$ cat src/sv/obl_pkg.sv
`timescale 1ns / 1ps
`default_nettype none
// ----------------------------------------------------------------------------
// obl_pkg
// shared types and constants for the price-level order book table
// ----------------------------------------------------------------------------
package obl_pkg;

	localparam int FIELD_BITS = 40;
	localparam int MAX_ROWS   = 32;
	localparam int ADDR_BITS  = 3;
	localparam int LIMIT_BITS = 6;

	localparam logic REG_BID_SIDE = 1'b0;
	localparam logic REG_LIMIT    = 1'b1;

	localparam logic ACT_UPDATE = 1'b0;
	localparam logic ACT_READ   = 1'b1;

	localparam logic [2:0] STATUS_INSERTED = 3'd0;
	localparam logic [2:0] STATUS_REPLACED = 3'd1;
	localparam logic [2:0] STATUS_DELETED  = 3'd2;
	localparam logic [2:0] STATUS_DEL_MISS = 3'd3;
	localparam logic [2:0] STATUS_DROPPED  = 3'd4;
	localparam logic [2:0] STATUS_ROW      = 3'd5;

	typedef enum logic [2:0] {
		OP_NONE,
		OP_REP,
		OP_INS_R,
		OP_INS_L,
		OP_DEL
	} op_t;

	typedef enum logic [1:0] {
		ST_IDLE,
		ST_CMP,
		ST_APPLY,
		ST_READ
	} state_t;

	// per-cell compare flags against the broadcast price
	typedef struct packed {
		logic g;   // empty or price above
		logic l;   // stored and price below
		logic ge;  // stored and price at or above
		logic eq;  // stored and price equal
	} flags_t;

endpackage
`default_nettype wire

$ cat src/sv/obl_cell.sv
`timescale 1ns / 1ps
`default_nettype none
// ----------------------------------------------------------------------------
// obl_cell
// one level slot of the sorted table; compares, shifts and replaces
// ----------------------------------------------------------------------------
module obl_cell
	import obl_pkg::*;
#(
	parameter int PRICE_BITS = 40,
	parameter int QTY_BITS   = 40,
	parameter int CW         = 6,
	parameter int IDX        = 0
) (
	input  wire logic                  clk,
	input  wire logic                  arst_n,
	input  wire logic                  cmp_en,
	input  op_t                        op,
	input  wire logic [CW-1:0]         count,
	input  wire logic [PRICE_BITS-1:0] bc_price,
	input  wire logic [QTY_BITS-1:0]   bc_qty,
	input  wire logic [PRICE_BITS-1:0] left_price,
	input  wire logic [QTY_BITS-1:0]   left_qty,
	input  flags_t                     left_flags,
	input  wire logic [PRICE_BITS-1:0] right_price,
	input  wire logic [QTY_BITS-1:0]   right_qty,
	input  flags_t                     right_flags,
	output logic [PRICE_BITS-1:0]      price,
	output logic [QTY_BITS-1:0]        qty,
	output flags_t                     flags
);

	localparam logic [CW-1:0] MY_IDX = CW'(IDX);

	logic [PRICE_BITS-1:0] price_q;
	logic [QTY_BITS-1:0]   qty_q;
	flags_t                flags_q;
	flags_t                flags_d;
	logic                  stored;

	assign stored = MY_IDX < count;

	always_comb begin
		flags_d.g  = !stored || (price_q > bc_price);
		flags_d.l  = stored && (price_q < bc_price);
		flags_d.ge = stored && (price_q >= bc_price);
		flags_d.eq = stored && (price_q == bc_price);
	end

	always_ff @(posedge clk or negedge arst_n) begin
		if (!arst_n) begin
			flags_q <= '0;
		end else if (cmp_en) begin
			flags_q <= flags_d;
		end
	end

	always_ff @(posedge clk) begin
		case (op)
			OP_REP: begin
				if (flags_q.eq) begin
					qty_q <= bc_qty;
				end
			end
			OP_INS_R: begin
				if (left_flags.g) begin
					price_q <= left_price;
					qty_q   <= left_qty;
				end else if (flags_q.g) begin
					price_q <= bc_price;
					qty_q   <= bc_qty;
				end
			end
			OP_INS_L: begin
				if (right_flags.l) begin
					price_q <= right_price;
					qty_q   <= right_qty;
				end else if (flags_q.l) begin
					price_q <= bc_price;
					qty_q   <= bc_qty;
				end
			end
			OP_DEL: begin
				if (flags_q.ge) begin
					price_q <= right_price;
					qty_q   <= right_qty;
				end
			end
			default: begin
			end
		endcase
	end

	assign price = price_q;
	assign qty   = qty_q;
	assign flags = flags_q;

endmodule
`default_nettype wire

$ cat config.mk
export PLATFORM = sky130hd
export DESIGN_NAME = obl_cell
export DESIGN_NICKNAME = d
export VERILOG_FILES = /design/src/sv/obl_pkg.sv /design/src/sv/obl_cell.sv
export SDC_FILE = /design/constraint.sdc
export NUM_CORES = 1
export LEC_CHECK = 0
export ABC_AREA = 1
export BUFFER_PORTS_ARGS = -buffer_cell sky130_fd_sc_hd__buf_2
export CAP_MARGIN = 10
export CORE_AREA = 2 2 134 136
export DETAILED_ROUTE_END_ITERATION = 7
export DIE_AREA = 0 0 136 138
export MAX_ROUTING_LAYER = met4
export PLACE_DENSITY = 0.7
export SLEW_MARGIN = 20
export SYNTH_ARGS = -nofsm -noshare
export SYNTH_HDL_FRONTEND = slang
export SYNTH_SLANG_ARGS = --single-unit
$ cat constraint.sdc
create_clock -name clk -period 6.05 [get_ports clk]
set_clock_uncertainty 0.05 [all_clocks]
set_input_delay 0.605 -clock clk [delete_from_list [all_inputs] [get_ports clk]]
set_output_delay 0.605 -clock clk [all_outputs]
set_load 0.01 [all_outputs]
==> results.ini <==
[synthesis]
async_flop_share_pct = 4.76
synth_edf_count = 80
yosysWarnings = 0
synth_top_flop_cell = edfxtp_1
synth_area_leaders = edfxtp_1 (43%), inv_1 (9.9%), ha_1 (9.0%)
synth-seq-cells = 84
synth.yosys.seq_area_share_pct = 45.0
yosysMostFrequentCell = inv_1
synth_nets = 936
synth.top_cell.area_share_pct = 43.2
synth.distinct_cells = 27
syn_inst = 636
syn-cell-area_um2 = 5560
avgSynthCellArea_um2 = 8.74
synth_commonest_cells = inv_1 (146), nand2_1 (113), nand3_1 (86)
synth_top_area_cell = edfxtp_1

[global_route]
grt_max_degree = 84
grt_usage_pct = 19.4
gr-total-overflow = 0
antenna_found_initial = 2
grt_pass1_vias = 5432
grt_pass1_wl_um = 27600

[cts]
cts-buffers-inserted = 9
worstSkewPairLatency_ns = 0.34
clock-sinks = 84
post_cts_buffers = 0
cts_resized = 0
clk_pin_slew_worst_paths_ns = 0.07
cts-root-buf = clkbuf_16
htree_levels = 3
cts_buffer_depth = 2
cts_tree = built
hold_buffers = 1

[drt]
antenna_left = 0
wire_per_inst_um = 15.3
drcViolationCount = 0
drtPass1Iterations = 4
postRouteWirelength_um = 18300
via_per_inst = 4.79
drtIter0Drc = 290
vias = 5718

[critical_path]
reg2reg_depth = 4
cpPeakStageDelay_ns = 0.70
crit_type = primary input to register
ff2ff_setup_slack_ns = 4.02
critPathLaunchType = primary input
cpMostUsedCell = buf_4
crit_required_ns = 5.98
cp_max_fo = 83
path_buf_inv = 2
timing.rr.end = qty[4]
cp_slowest_cell = buf_4
path_delay_family = buffers and inverters
worstPathCellList = buf_4, nor3_1, or3_1, a211oi_4, buf_4
critical_path_arrival_ns = 2.67
r2r_start = flags[3]
cp-end-kind = register

[sta]
finalCritPeriodShare_pct = 45.3
postLayoutSetupSlackWorst_ns = 3.31
slew_headroom_pct = 34.3
tightest_slew_ns = 0.985
whs_ns = 0.481
rsz0062_at_grt = no
report.final.hold_viol_count = 0
slew_viol_final = 0
period_needed_ns = 2.74
fmax_mhz = 365
finalSetupViolCount = 0
fin_tns_setup_ns = 0

[die]
num_rows = 49
die_h_um = 138
die_x_um = 136
boundaryPins = 344
core_um2 = 17500
start_util_pct = 31.7
die-area_um2 = 18800

[power_and_ir_drop]
power_density_nw_per_um2 = 222
power.switching_w = 0.000515
switching_share_pct = 29.7
internal-power_w = 0.00122
pwr-share-clk_pct = 32.3
power_frac_seq_pct = 42.7
p_comb_share_pct = 25.0
finalPower_w = 0.00174
p_leak_nw = 4.06
ir_drop_mv = 0.143

[worst_hold_path]
hp-class = register to register
holdCritStartpoint = flags[1]
min_to = flags[1]
holdPathStages = 2

[finish]
multi_input_area_um2 = 2390
regArea_um2 = 2500
drive_gt1_share_pct = 39.0
area_growth_pct = 40.3
postLayoutCoreUtil_pct = 44.5
fin_nets = 1257
fillerInstances = 1770

[placed_design]
post-place-ws_ns = 2.95
io_buffers = 337
place_congestion = 0.801
dp.final_hpwl_um = 14000

[flow_run]
cap_violations = 0

[status]
status = finished, final reports clean

==> sequential cells by signal (all words and copies together), names as in the netlist <==
| signal | count |
|---|---|
| price | 40 |
| qty | 40 |
| flags | 4 |
==> power groups by stage <==
stage | Combinational, W | Clock [W] | Sequential (W)
5_1_grt | 0.000484 | 0.000597 | 0.000747
2_1_floorplan | 0.000201 | 0 | 0.000784
3_5_place_dp | 0.000433 | 0 | 0.000753
3_3_place_gp | 0.000424 | 0 | 0.000751
4_1_cts | 0.000435 | 0.000572 | 0.000741
6_report | 0.000434 | 0.000560 | 0.000741
==> layout make-up <==
cell class | count | share of cell area (%)
Tap cell | 229 | 3.67
Inverter | 148 | 7.12
Antenna cell | 2 | 0.0641
Multi-Input combinational cell | 371 | 30.6
Timing Repair Buffer | 343 | 22.8
Clock buffer | 9 | 2.89
Sequential cell | 84 | 32.1
Clock inverter | 7 | 0.850
==> placed cells by master, fill, tap and decap left out <==
cell           Yosys  final
o221ai_1          29     29
buf_4              5      4
nand3_1           86     86
bufinv_16          0      1
o221ai_2          11     10
or3_1              1      1
dfrtp_1            4      4
inv_2              2      3
o211ai_1          41     41
ha_1              40     40
buf_2              7    336
o22ai_2            1      1
clkbuf_16          0      9
nor2_1            19     19
nand3_2            1      1
a211oi_4           0      1
o221ai_4           0      1
diode_2            0      2
o21ai_0            1      1
nand2_2            1      1
clkinv_1           0      3
nand4_1            2      2
edfxtp_1          80     80
buf_16             0      2
nor4_1             1      1
a21o_1             2      2
inv_1            146    145
a21oi_1           17     16
dlygate4sd3_1      0      1
inv_6              0      1
nor3_1             3      3
a21oi_4            0      1
nand2_1          113    113
clkinvlp_4         0      1
o21ai_4            0      1
clkinv_4           0      1
==> kinds of logic after synthesis <==
kind of cell | count (synthesis) | synth area share [%]
flops | 84 | 45.0
buf+inv | 181 | 12.8
fa+ha+maj | 40 | 9.00
simple gates | 227 | 17.7
compound gates | 104 | 15.5
==> worst max path at each step <==
stage / slack, ns / endpoint / depth (start not counted) / start
2_1_floorplan: 1.31 / qty[0] / 5 / op[0]
3_5_place_dp: 2.95 / qty[11] / 7 / op[0]
3_3_place_gp: 3.07 / price[8] / 7 / op[0]
6_report: 3.31 / qty[4] / 5 / left_flags[3]
4_1_cts: 3.31 / qty[11] / 7 / op[0]
5_1_grt: 3.25 / qty[2] / 5 / left_flags[3]
==> per-stage QoR <==
stage / instances / cell area, um^2
floorplan: 636 / 5560
global placement: 1172 / 7440
detailed placement: 1172 / 7440
CTS: 1189 / 7740
global route: 1193 / 7800
finish: 1193 / 7800
==> per-layer routing <==
layer / up-vias / global-route usage (%) / share of wire (%)
met5: - / - / 0
met4: 0 / 5.87 / 1.4
met3: 15 / 4.55 / 8.7
met2: 270 / 33.5 / 50
met1: 2599 / 22.2 / 40
li1: 2834 / - / -
==> tightest hold or removal path, delay by kind of cell, from the launching register on <==
kind             cells  cell delay [ns]
DFF                  1             0.37
and+or+nand+nor      2             0.12
Power figures use the tool's default switching activity.
